`config.mk`:
```
export PLATFORM = sky130hd
export DESIGN_NAME = pmst_ctrl
export DESIGN_NICKNAME = d
export VERILOG_FILES = /design/src/pmst_pkg.sv /design/src/pmst_ctrl.sv
export SDC_FILE = /design/constraint.sdc
export NUM_CORES = 1
export LEC_CHECK = 0
export BUFFER_PORTS_ARGS = -buffer_cell sky130_fd_sc_hd__buf_2
export CAP_MARGIN = 20
export CORE_AREA = 3 3 40 42
export CTS_BUF_LIST = sky130_fd_sc_hd__clkbuf_4 sky130_fd_sc_hd__clkbuf_8
export DETAILED_ROUTE_END_ITERATION = 10
export DIE_AREA = 0 0 43 45
export PLACE_DENSITY = 0.51
export SYNTH_ARGS = -nofsm -noshare
export SYNTH_HDL_FRONTEND = slang
export SYNTH_SLANG_ARGS = --single-unit
export TNS_END_PERCENT = 20
```
`constraint.sdc`:
```
create_clock -name clk -period 1.8 [get_ports clk]
set_clock_uncertainty 0.15 [all_clocks]
set_input_delay 0 -clock clk [delete_from_list [all_inputs] [get_ports clk]]
set_output_delay 0 -clock clk [all_outputs]
set_load 0.01 [all_outputs]
```
`src/pmst_pkg.sv`:
```
`default_nettype none

package pmst_pkg;

    localparam int VTX_W = 5;
    localparam int WIN_W = 16;
    localparam int TOT_W = 21;
    localparam int CNT_W = 6;
    localparam int ADDR_W = 3;
    localparam int DATA_W = 32;

    localparam logic REQ_WRITE = 1'b0;
    localparam logic REQ_START = 1'b1;

    localparam logic REG_VERTEX_COUNT = 1'b0;
    localparam logic [CNT_W-1:0] VERTEX_COUNT_RST = CNT_W'(32);

    typedef struct packed {
        logic clr_step;
        logic wr_en;
        logic run_init;
        logic scan_en;
        logic commit;
        logic emit_step;
    } cmd_t;

    typedef struct packed {
        logic clr_last;
        logic scan_done;
        logic pick_found;
        logic emit_last;
        logic out_free;
    } sts_t;

endpackage

`default_nettype wire

```
`src/pmst_ctrl.sv`:
```
`default_nettype none

module pmst_ctrl (
    input  wire logic          clk,
    input  wire logic          rst_n,
    input  wire logic          in_valid,
    input  wire logic          req_type,
    output logic               in_stall,
    input  wire pmst_pkg::sts_t sts,
    output pmst_pkg::cmd_t     cmd
);
    import pmst_pkg::*;

    typedef enum logic [1:0] {
        ST_CLEAR,
        ST_IDLE,
        ST_ROUND,
        ST_EMIT
    } state_t;

    state_t state_reg;
    state_t state_next;
    logic   accept;

    assign in_stall = (state_reg != ST_IDLE);
    assign accept   = in_valid && !in_stall;

    always_comb
    begin
        cmd        = '0;
        state_next = state_reg;
        unique case (state_reg)
            ST_CLEAR:
            begin
                cmd.clr_step = 1'b1;
                if (sts.clr_last)
                begin
                    state_next = ST_IDLE;
                end
            end
            ST_IDLE:
            begin
                if (accept)
                begin
                    if (req_type == REQ_START)
                    begin
                        cmd.run_init = 1'b1;
                        state_next   = ST_ROUND;
                    end
                    else
                    begin
                        cmd.wr_en = 1'b1;
                    end
                end
            end
            ST_ROUND:
            begin
                cmd.scan_en = 1'b1;
                if (sts.scan_done)
                begin
                    if (sts.pick_found)
                    begin
                        cmd.commit = 1'b1;
                    end
                    else
                    begin
                        state_next = ST_EMIT;
                    end
                end
            end
            ST_EMIT:
            begin
                cmd.emit_step = sts.out_free;
                if (sts.out_free && sts.emit_last)
                begin
                    state_next = ST_IDLE;
                end
            end
            default:
            begin
                state_next = ST_IDLE;
            end
        endcase
    end

    always_ff @(posedge clk or negedge rst_n)
    begin
        if (!rst_n)
        begin
            state_reg <= ST_CLEAR;
        end
        else
        begin
            state_reg <= state_next;
        end
    end

endmodule

`default_nettype wire

```
# Yosys cells after proc, flatten, opt, wreduce, memory -nomap -nowiden
# Index checks and enable logic that the tools add are counted.
# totals
reg_bits	2
in_bits	9
word_cells	32
out_inout_bits	7
# classes
n_mux	16
eq_ne	10
reduce_logical	5
# ops
op	count
$mux W2	9
$ne A2 B2 Y1 const B	6
$pmux W2 S4	1
$mux W1	6
$reduce_and A6 Y1	1
$eq A2 B2 Y1 const B	2
$eq A2 B1 Y1 const B	1
$logic_and A1 B1 Y1	2
$logic_not A2 Y1	1
$ne A2 B1 Y1 const B	1
$logic_not A1 Y1	1

# Longest topological paths before layout
# Gate-level depths: netlist of the first run.
# logic_depth
word_depth	5
depth_mapped	5
mapped_depth_nobuf	5

# Least setup slack after synthesis of the first run
# Ideal clock, no wire load.
# synth_path
path_kind	reg-to-reg
from	register state_reg[0]
to	register state_reg[1]
required_ps	1525
path_buffers	0
setup_ps	125
t_arrival_ps	1374
path_stages_with_launch	6
period_less_slack_ps	1649
slack_ps	151
cell_sequence	dfrtp_1 inv_1 ha_1 a222oi_1 nand2_1 mux2_4
# synth_via
elab_chain_len	5
elab_cells_between_ends	15
classes_between	eq/ne (10); mux (1); reduce/logical (4)
# synth_lines
item	line	source
start, declared	pmst_ctrl.sv:21	state_t state_reg;
start signal, assigned	pmst_ctrl.sv:94	state_reg <= state_next;
$ne A2 B1 Y1	pmst_ctrl.sv:25	assign in_stall = (state_reg != ST_IDLE);
$logic_not A1 Y1	pmst_ctrl.sv:26	assign accept = in_valid && !in_stall;
$logic_and A1 B1 Y1	pmst_ctrl.sv:26	
$ne A2 B2 Y1 (no source line)	--	
$reduce_and A6 Y1 (no source line)	--	
# Parallel ways exist; a longest one is shown, timed or not.
# A chain may end at the register's enable or synchronous reset.

# Worst setup path in the final report of the first run
# layout_path
from	register state_reg[1]
to	register state_reg[1]
# Same word-level chain as after synthesis.

==> results of run 1 <==
## worst min-delay path, cell delays in order
cell	delay, ns
sky130_fd_sc_hd__buf_2	0.08
sky130_fd_sc_hd__a222oi_1	0.08
sky130_fd_sc_hd__nand2_1	0.11
sky130_fd_sc_hd__mux2i_1	0.08
## cell type report
class                      count  share of cell area, %
sequential                     2                  13.79
inverter                       5                  5.172
clock buffer                   3                  6.207
timing repair buffer          19                  30.34
multi-input combinational     17                  39.31
tap                           15                  5.172
## layout by cell type, fill, tap and decap left out
cell type,count
sky130_fd_sc_hd__dlygate4sd3_1,2
sky130_fd_sc_hd__mux2i_1,1
sky130_fd_sc_hd__buf_2,15
sky130_fd_sc_hd__ha_1,5
sky130_fd_sc_hd__buf_4,2
sky130_fd_sc_hd__a22oi_1,1
sky130_fd_sc_hd__mux2_4,1
sky130_fd_sc_hd__nor2_1,1
sky130_fd_sc_hd__and2_1,1
sky130_fd_sc_hd__dfrtp_1,2
sky130_fd_sc_hd__a222oi_1,1
sky130_fd_sc_hd__and3_1,2
sky130_fd_sc_hd__clkbuf_4,3
sky130_fd_sc_hd__nand2_1,4
sky130_fd_sc_hd__inv_1,5
## per-layer routing
| layer | GRT usage (%) | share of wire, % |
|---|---|---|
| met3 | 9.163 | 15 |
| met2 | 10.78 | 47 |
| met5 | 0 | 0 |
| met4 | 1.807 | 0 |
| met1 | 6.039 | 38 |
## final timing paths
kind,start,endpoint,cells past startpoint
hold / removal,sts[2],state_reg[0],4
max in group asynchronous,rst_n,state_reg[0],3
hold reg to reg,state_reg[1],state_reg[1],1
setup reg to reg,state_reg[1],state_reg[1],5
min in group asynchronous,rst_n,state_reg[1],3
setup / recovery,state_reg[1],state_reg[1],5
## cells in the mapped netlist
library cell	instances	area [µm²]
sky130_fd_sc_hd__mux2i_1	1	10.01
sky130_fd_sc_hd__and2_1	1	6.260
sky130_fd_sc_hd__inv_1	5	18.77
sky130_fd_sc_hd__nor2_1	1	3.750
sky130_fd_sc_hd__a22oi_1	1	7.510
sky130_fd_sc_hd__mux2_4	1	15.01
sky130_fd_sc_hd__ha_1	5	62.56
sky130_fd_sc_hd__dfrtp_1	2	50.05
sky130_fd_sc_hd__nand2_1	4	15.01
sky130_fd_sc_hd__a222oi_1	1	10.01
sky130_fd_sc_hd__and3_1	2	12.51
## power groups by stage
| stage | Combinational, mW | Clock (mW) | Sequential [mW] |
|---|---|---|---|
| 4_1_cts | 0.308 | 0.108 | 0.0972 |
| 5_1_grt | 0.384 | 0.116 | 0.0951 |
| 3_3_place_gp | 0.299 | 0 | 0.0964 |
| 3_5_place_dp | 0.302 | 0 | 0.0968 |
| 2_1_floorplan | 0.219 | 0 | 0.0898 |
| 6_report | 0.337 | 0.105 | 0.0916 |
## cell families after synthesis
logic type      share of synthesized area [%]
simple gates                            17.75
buf+inv                                 8.877
fa+ha+maj                               29.59
compound gates                          8.286
mux                                     11.83
flops                                   23.67
## per-stage QoR
stage                     instance area (µm²)  hold slack (ns)
after floorplan                         211.5          -0.4456
after global placement                  305.3          -0.3572
after detailed placement                305.3          -0.3601
after CTS                               347.8          0.04395
after global routing                    362.8          0.06417
final                                   362.8          0.03392
## repair_timing
action,4_1_cts,5_1_grt
hold buffers,2,0
setup endpoints to repair,0,1
endpoints found under the hold margin,2,0
buffers inserted,0,2
==> results.md, run 1 <==
- The flow ran to the end, and the final reports show no timing, DRC or antenna violations.
- The share of layout cells above drive strength 1 is 45.65%.
- Of the synthesized area, sequential elements account for 23.67%.
- The area of the core is 0.001285 mm².
- The floorplan step set the die height to 45 µm.
- The post-synthesis area per instance is 8.811 µm².
- The signal on the critical path passes through inv_1 -> ha_1 -> a222oi_1 -> nand2_1 -> mux2_4.
- The layout has 148 filler cells.
- STA classifies the critical path endpoint as a flip-flop.
- The analysis attributes to cell leakage a power of 0.2309 nW.
- Across the VDD grid, the largest voltage drop is 0.4546 mV.
- In the final routed layout, each cell accounts on average for 9.033 µm.
- After clock tree synthesis, the clock-pin slew on the worst setup and hold paths is 0.04 ns.
- The count of max-cap constraint violations is 0.
- The repair_antennas step left the layout with diodes totalling 0.
- The proportion of power drawn by flip-flops and latches is 17.2%.
- The total vias in the final route is 245.
- The worst setup path is launched from a flip-flop.
- The number of placed instances, taps included, is 54.
- The finished layout holds 61 standard cells, fillers aside.
- The max-slew violation count is 0.
- The share of total power consumed by net switching is 39.27%.
- The kind of cell with the highest combined delay on the critical path is flip-flops.
- On the worst path, the slowest cell contributes a delay of 0.40 ns.
- Dividing the final minimum period by the clock period gives 94.80%.
- For the pin with the worst max-slew slack, the measured transition is 0.2748 ns.
- The clock sink total is 2.
- For the worst setup path, the data arrival time is 1.67 ns.
- The count of buffers added on input and output ports is 15.
- The number of gates resized after CTS was 0.
- The clock network fraction of total power is 19.6%.
- From synthesis to final layout, the design area changed by 71.60%.
- The number of nets in the final layout is 62.
- The horizontal die dimension is 43 µm.
- The post-route DRC violation count is 0.
- The final-report hold violation count is 0.
- The number of violations reported at the end of detailed-routing iteration 0 is 2.
- The gate count after technology mapping is 24.
- The buffering stage count on the worst path with inverters included is 1.
- Counting flops and latches in the post-synthesis netlist gives 2.
- CTS built an H-tree with a depth of 1.
- The final layout contains routed wiring with a total length of 551 µm.
- After layout, the design draws a total of 0.5335 mW.
- The share of the core filled with cells in the final layout is 28.24%.
- For this run, the detailed router's first-pass iteration total came to 4.
- Dividing total power by cell area gives a power density of 1470 mW/mm².
- The via count of the first global-routing pass is 249.
- The effective utilization at floorplan is 16.46%.
- Summed over all nets, the switching power comes to 0.2095 mW.
- The final count of negative-setup-slack endpoints is 0.
- At the end of routability-driven placement, the weighted congestion stood at 0.7079.
- The portion of total power attributed to combinational logic is 63.2%.
- The detail route stage leaves a number of antenna-violating nets equal to 0.
- The worst min-delay path class is input pin to flip-flop.
- The die outline area is 0.001935 mm².
- Across every metal layer, demand over resource in global routing totals 7.250%.
- The cell sitting at the root of the clock tree is a sky130_fd_sc_hd__clkbuf_4.
- The setup path with the least slack is of type flip-flop to flip-flop.
- The register with the most flip-flops in the layout has 2 of them.
- Setup slack on the critical path of the routed design comes to 0.09364 ns.
- In this run the deepest clock path goes through 2 buffers.
- The number of antenna violations at the first check in global routing is 0.
- The setup check on the worst reg-to-reg path leaves a slack of 0.09 ns.
- After legalization and detailed placement, the total HPWL measured 425.2 µm.
- Setup repair after global routing left no endpoint under its margin.
- The first-pass GRT wire length is 938 µm.
- The largest individual stage delay along the critical path comes from the cell sky130_fd_sc_hd__dfrtp_1.
- TritonCTS built the clock tree.
- The maximum number of pins on one net before global-route repair is 6.
- The area taken by multi-input logic gates is 142.6 µm².
- The synthesized net count is 38.
- Counting distinct cell types in the post-synthesis netlist gives 11.
- During synthesis, Yosys emitted a total of 0 warnings.
- The footprint of the flip-flops and latches is 50.05 µm².
- The TritonCTS buffer count is 3.
- Internal power comes to 0.3240 mW.
- The final sum of negative setup slack is 0 ns.
- The average via count per standard cell is 4.016.
- The number of top-level pins is 16.
- The cell area that synthesis handed to floorplanning was 211.5 µm².
- The aggregate global routing overflow is 0.
- Data on the critical path is required at its endpoint by 1.77 ns.
- Of all nets on the critical path, the largest fanout is 5.
- The floorplan has 13 rows.
- Timing analysis after detailed placement gives a worst setup slack of 0.05001 ns.
- The worst-case headroom to the max-slew limit is 81.68%.
- The highest clock frequency the design can meet is 0.5860 GHz.
- The insertion delay of the later-clocked pin in the worst-skew pair is 0.23 ns.
- The worst path needs 1.706 ns of the cycle, external delays included.
Power figures use the tool's default switching activity.
==> run 2: changes to the inputs <==
--- a/config.mk
+++ b/config.mk
@@ -12,6 +12,7 @@
 export DETAILED_ROUTE_END_ITERATION = 10
 export DIE_AREA = 0 0 43 45
 export PLACE_DENSITY = 0.51
+export RECOVER_POWER = 50
 export SYNTH_ARGS = -nofsm -noshare
 export SYNTH_HDL_FRONTEND = slang
 export SYNTH_SLANG_ARGS = --single-unit
==> constraint.sdc (replaced) <==
create_clock -name clk -period 1.8 [get_ports clk]
set_clock_uncertainty 0.15 [all_clocks]
set_input_delay 0 -clock clk [delete_from_list [all_inputs] [get_ports clk]]
set_output_delay 0 -clock clk [all_outputs]
set_load 0.005 [all_outputs]
==> run 2 against run 1 <==
Against the previous run: die area stayed put; via count stayed put; sequential share of layout area hardly changed; cell area is 0.34% lower; register-to-register slack hardly changed; flip-flop and latch count stayed put; non-clock buffer count stayed put; global-route usage stayed put; critical path depth stayed put; fmax stayed put; cell count stayed put; largest cell class unchanged; highest routed layer unchanged.
==> results.md, run 2 (same netlist as run 1, synthesis figures left out) <==
- The average wire per cell in the routed design came to 9.049 µm (+0.18%).
- The clock slew at the register clock pins of the worst setup and hold paths is 0.04 ns (about the same).
- The signal on the critical path passes through inv_1 -> ha_1 -> a222oi_1 -> nand2_1 -> mux2_4.
- The arrival time at the worst endpoint was 1.67 ns (about the same).
- The proportion of power drawn by flip-flops and latches is 17.9% (+0.7 points).
- The highest ir drop seen on vdd is 0.4462 mV (-1.8%).
- The total vias in the final route is 245 (unchanged).
- The effective utilization at floorplan is 16.46% (unchanged).
- The clock sink total is 2 (unchanged).
- The worst-case headroom to the max-slew limit is 81.68% (unchanged).
- The critical path class is flip-flop to flip-flop.
- The area of the core is 0.001285 mm² (unchanged).
- The leakage component of the power came to 0.2266 nW (-1.9%).
- The endpoint class of the critical path is a flip-flop.
- The antenna cell count is 0 (unchanged).
- The number of buffer cells added on primary ports is 15 (unchanged).
- The final count of negative-setup-slack endpoints is 0 (unchanged).
- The largest individual stage delay along the critical path comes from the cell sky130_fd_sc_hd__dfrtp_1.
- The setup slack after layout is 0.09364 ns (unchanged).
- The share of the core filled with cells in the final layout is 28.14% (-0.097 points).
- TritonCTS built the clock tree.
- The endpoint of the worst hold-timing path is state_reg[0].
- The row count was 13 (unchanged).
- The post-layout instance count excluding filler cells is 61 (unchanged).
- The die outline area is 0.001935 mm² (unchanged).
- The tree is rooted in a sky130_fd_sc_hd__clkbuf_4.
- The detailed placement HPWL came to 425.2 µm (unchanged).
- The shortest clock period the worst path allows after layout is 1.706 ns (unchanged).
- The share of layout cells above drive strength 1 is 43.48% (-2.2 points).
- The hold path startpoint is sts[2].
- The total of fill cells in the finished design is 148 (unchanged).
- The insertion delay of the later-clocked pin in the worst-skew pair is 0.23 ns (about the same).
- The maximum fanout count along the critical path came to 5 (unchanged).
- Leaving out fill and tap cells, the most frequent cell in the layout is sky130_fd_sc_hd__buf_2.
- The area growth from synthesis to layout is 71.01%.
- The pre-CTS worst setup slack came to 0.05001 ns (unchanged).
- The horizontal die dimension was 43 µm (unchanged).
- The post-route DRC violation count is 0 (unchanged).
- The via count of the first global-routing pass is 249 (unchanged).
- The final sum of negative setup slack was 0 ns (unchanged).
- The number of antenna violations at the first check in global routing is 0 (unchanged).
- Setup repair after global routing left no endpoint under its margin.
- The residual antenna-violating net count after detailed routing is 0 (unchanged).
- The maximum number of pins on one net before global-route repair is 6 (unchanged).
- The required time of the critical path came to 1.77 ns (about the same).
- The global-route usage over all layers came to 7.250% (unchanged).
- STA classifies the critical path startpoint as a flip-flop.
- The final clock period utilization by the worst path is 94.80% (unchanged).
- The count of max-cap constraint violations was 0 (unchanged).
- The TritonCTS buffer count is 3 (unchanged).
- The final wirelength is 552 µm (+0.18%).
- The buffer depth of the longest clock path is 2 (unchanged).
- The worst reg-to-reg setup slack is 0.09 ns (about the same).
- The top cell types in the final layout, fill and taps aside, are sky130_fd_sc_hd__buf_2 (14), sky130_fd_sc_hd__inv_1 (5), sky130_fd_sc_hd__ha_1 (5).
- In this run the critical register-to-register path is captured at state_reg[1].
- The sum of internal, switching and leakage power is 0.5133 mW (-3.8%).
- The first-pass GRT wire length is 938 µm (unchanged).
- The worst-case reg-to-reg path depth is 5 (unchanged).
- The min-delay analysis places its worst path in the category input pin to flip-flop.
- The number of H-tree branching levels was 1 (unchanged).
- The reported net switching power came to 0.1910 mW (-8.8%).
- The aggregate global routing overflow is 0 (unchanged).
- The cell total after placement is 54 (unchanged).
- The portion of total power attributed to combinational logic is 61.7% (-1.5 points).
- The total power density per cell area came to 1420 mW/mm² (-3.4%).
- The clock network fraction of total power is 20.4% (+0.8 points).
- The number of cells traversed by the worst hold path is 4 (unchanged).
- The internal power summed over all cells was 0.3223 mW (-0.50%).
- The slew of the pin with the lowest slew margin is 0.2748 ns (unchanged).
- The die boundary height is 45 µm (unchanged).
- The number of top-level pins came to 16 (unchanged).
- The final-report hold violation count is 0 (unchanged).
- The number of violations reported at the end of detailed-routing iteration 0 is 2 (unchanged).
- The highest clock frequency the design can meet is 0.5860 GHz (unchanged).
- The startpoint identified for the worst register-to-register timing path is state_reg[1].
- The run finished with clean final reports.
- The peak per-stage delay on the critical path is 0.40 ns (about the same).
- The average via count per standard cell is 4.016 (unchanged).
- The detailed-routing iteration count for the pre-antenna-repair pass is 4 (unchanged).
- The number of nets in the final layout came to 62 (unchanged).
- The share of total power consumed by net switching came to 37.20% (-2.1 points).
- The routability congestion estimate from global placement is 0.7079 (unchanged).
- The max-slew violation count is 0 (unchanged).
- The post-cts gate resize count was 0 (unchanged).
- The flip-flop count of the largest register after layout came to 2 (unchanged).
run 2: changes by cell type in the layout (fill, tap and decap cells not counted):
cell	previous run	this run
sky130_fd_sc_hd__buf_2	15	14
sky130_fd_sc_hd__clkbuf_1	0	1
run 2: per-layer routing:
layer	vias up	global-route usage [%]	wire [µm]
met5	-	0	0
met4	0	1.807	0
met1	111	6.039	209
met3	0	9.163	84
li1	123	-	-
met2	11	10.78	259
run 2: metrics by stage:
stage                     hold slack (ns)  area (µm²)
after floorplan                   -0.4456       211.5
after global placement            -0.3572       305.3
final                             0.03392       361.6
after CTS                         0.04395       347.8
after detailed placement          -0.3601       305.3
after global routing              0.06417       361.6
run 2: critical path, delay by kind of cell (launching register included):
family,cells,cell delay [ns]
fa+ha+maj,1,0.20
flops,1,0.40
mux,1,0.31
simple gates,1,0.15
buf+inv,1,0.09
compound gates,1,0.28
run 2: worst max path at each step:
| stage | from | end | slack (ns) | cells after the start |
|---|---|---|---|---|
| floorplan | state_reg[0] | state_reg[1] | 0.15 | 5 |
| global placement | state_reg[0] | state_reg[1] | 0.09 | 5 |
| detailed placement | state_reg[0] | state_reg[1] | 0.05 | 5 |
| CTS | state_reg[1] | state_reg[1] | 0.05 | 5 |
| global route | state_reg[1] | state_reg[1] | 0.005 | 5 |
| finish | state_reg[1] | state_reg[1] | 0.09 | 5 |
run 2: timing repair:
| action | 4_1_cts | 5_1_grt |
|---|---|---|
| hold endpoints to repair | 2 | 0 |
| setup buffers | 0 | 2 |
| hold buffers | 2 | 0 |
| endpoints found under the setup margin | 0 | 1 |
run 2: power groups by stage:
stage / Clock (mW) / Sequential (mW) / Combinational (mW)
3_3_place_gp: 0 / 0.0964 / 0.280
5_1_grt: 0.116 / 0.0951 / 0.364
6_report: 0.105 / 0.0916 / 0.317
3_5_place_dp: 0 / 0.0968 / 0.282
2_1_floorplan: 0 / 0.0898 / 0.198
4_1_cts: 0.108 / 0.0972 / 0.289
run 2: area by class of cell:
cell class                      count  area, µm²  area share, %
Tap cell                           15      18.77          5.190
Inverter                            5      18.77          5.190
Clock buffer                        3      22.52          6.228
Sequential cell                     2      50.05          13.84
Timing Repair Buffer               19      108.9          30.10
Multi-Input combinational cell     17      142.6          39.45
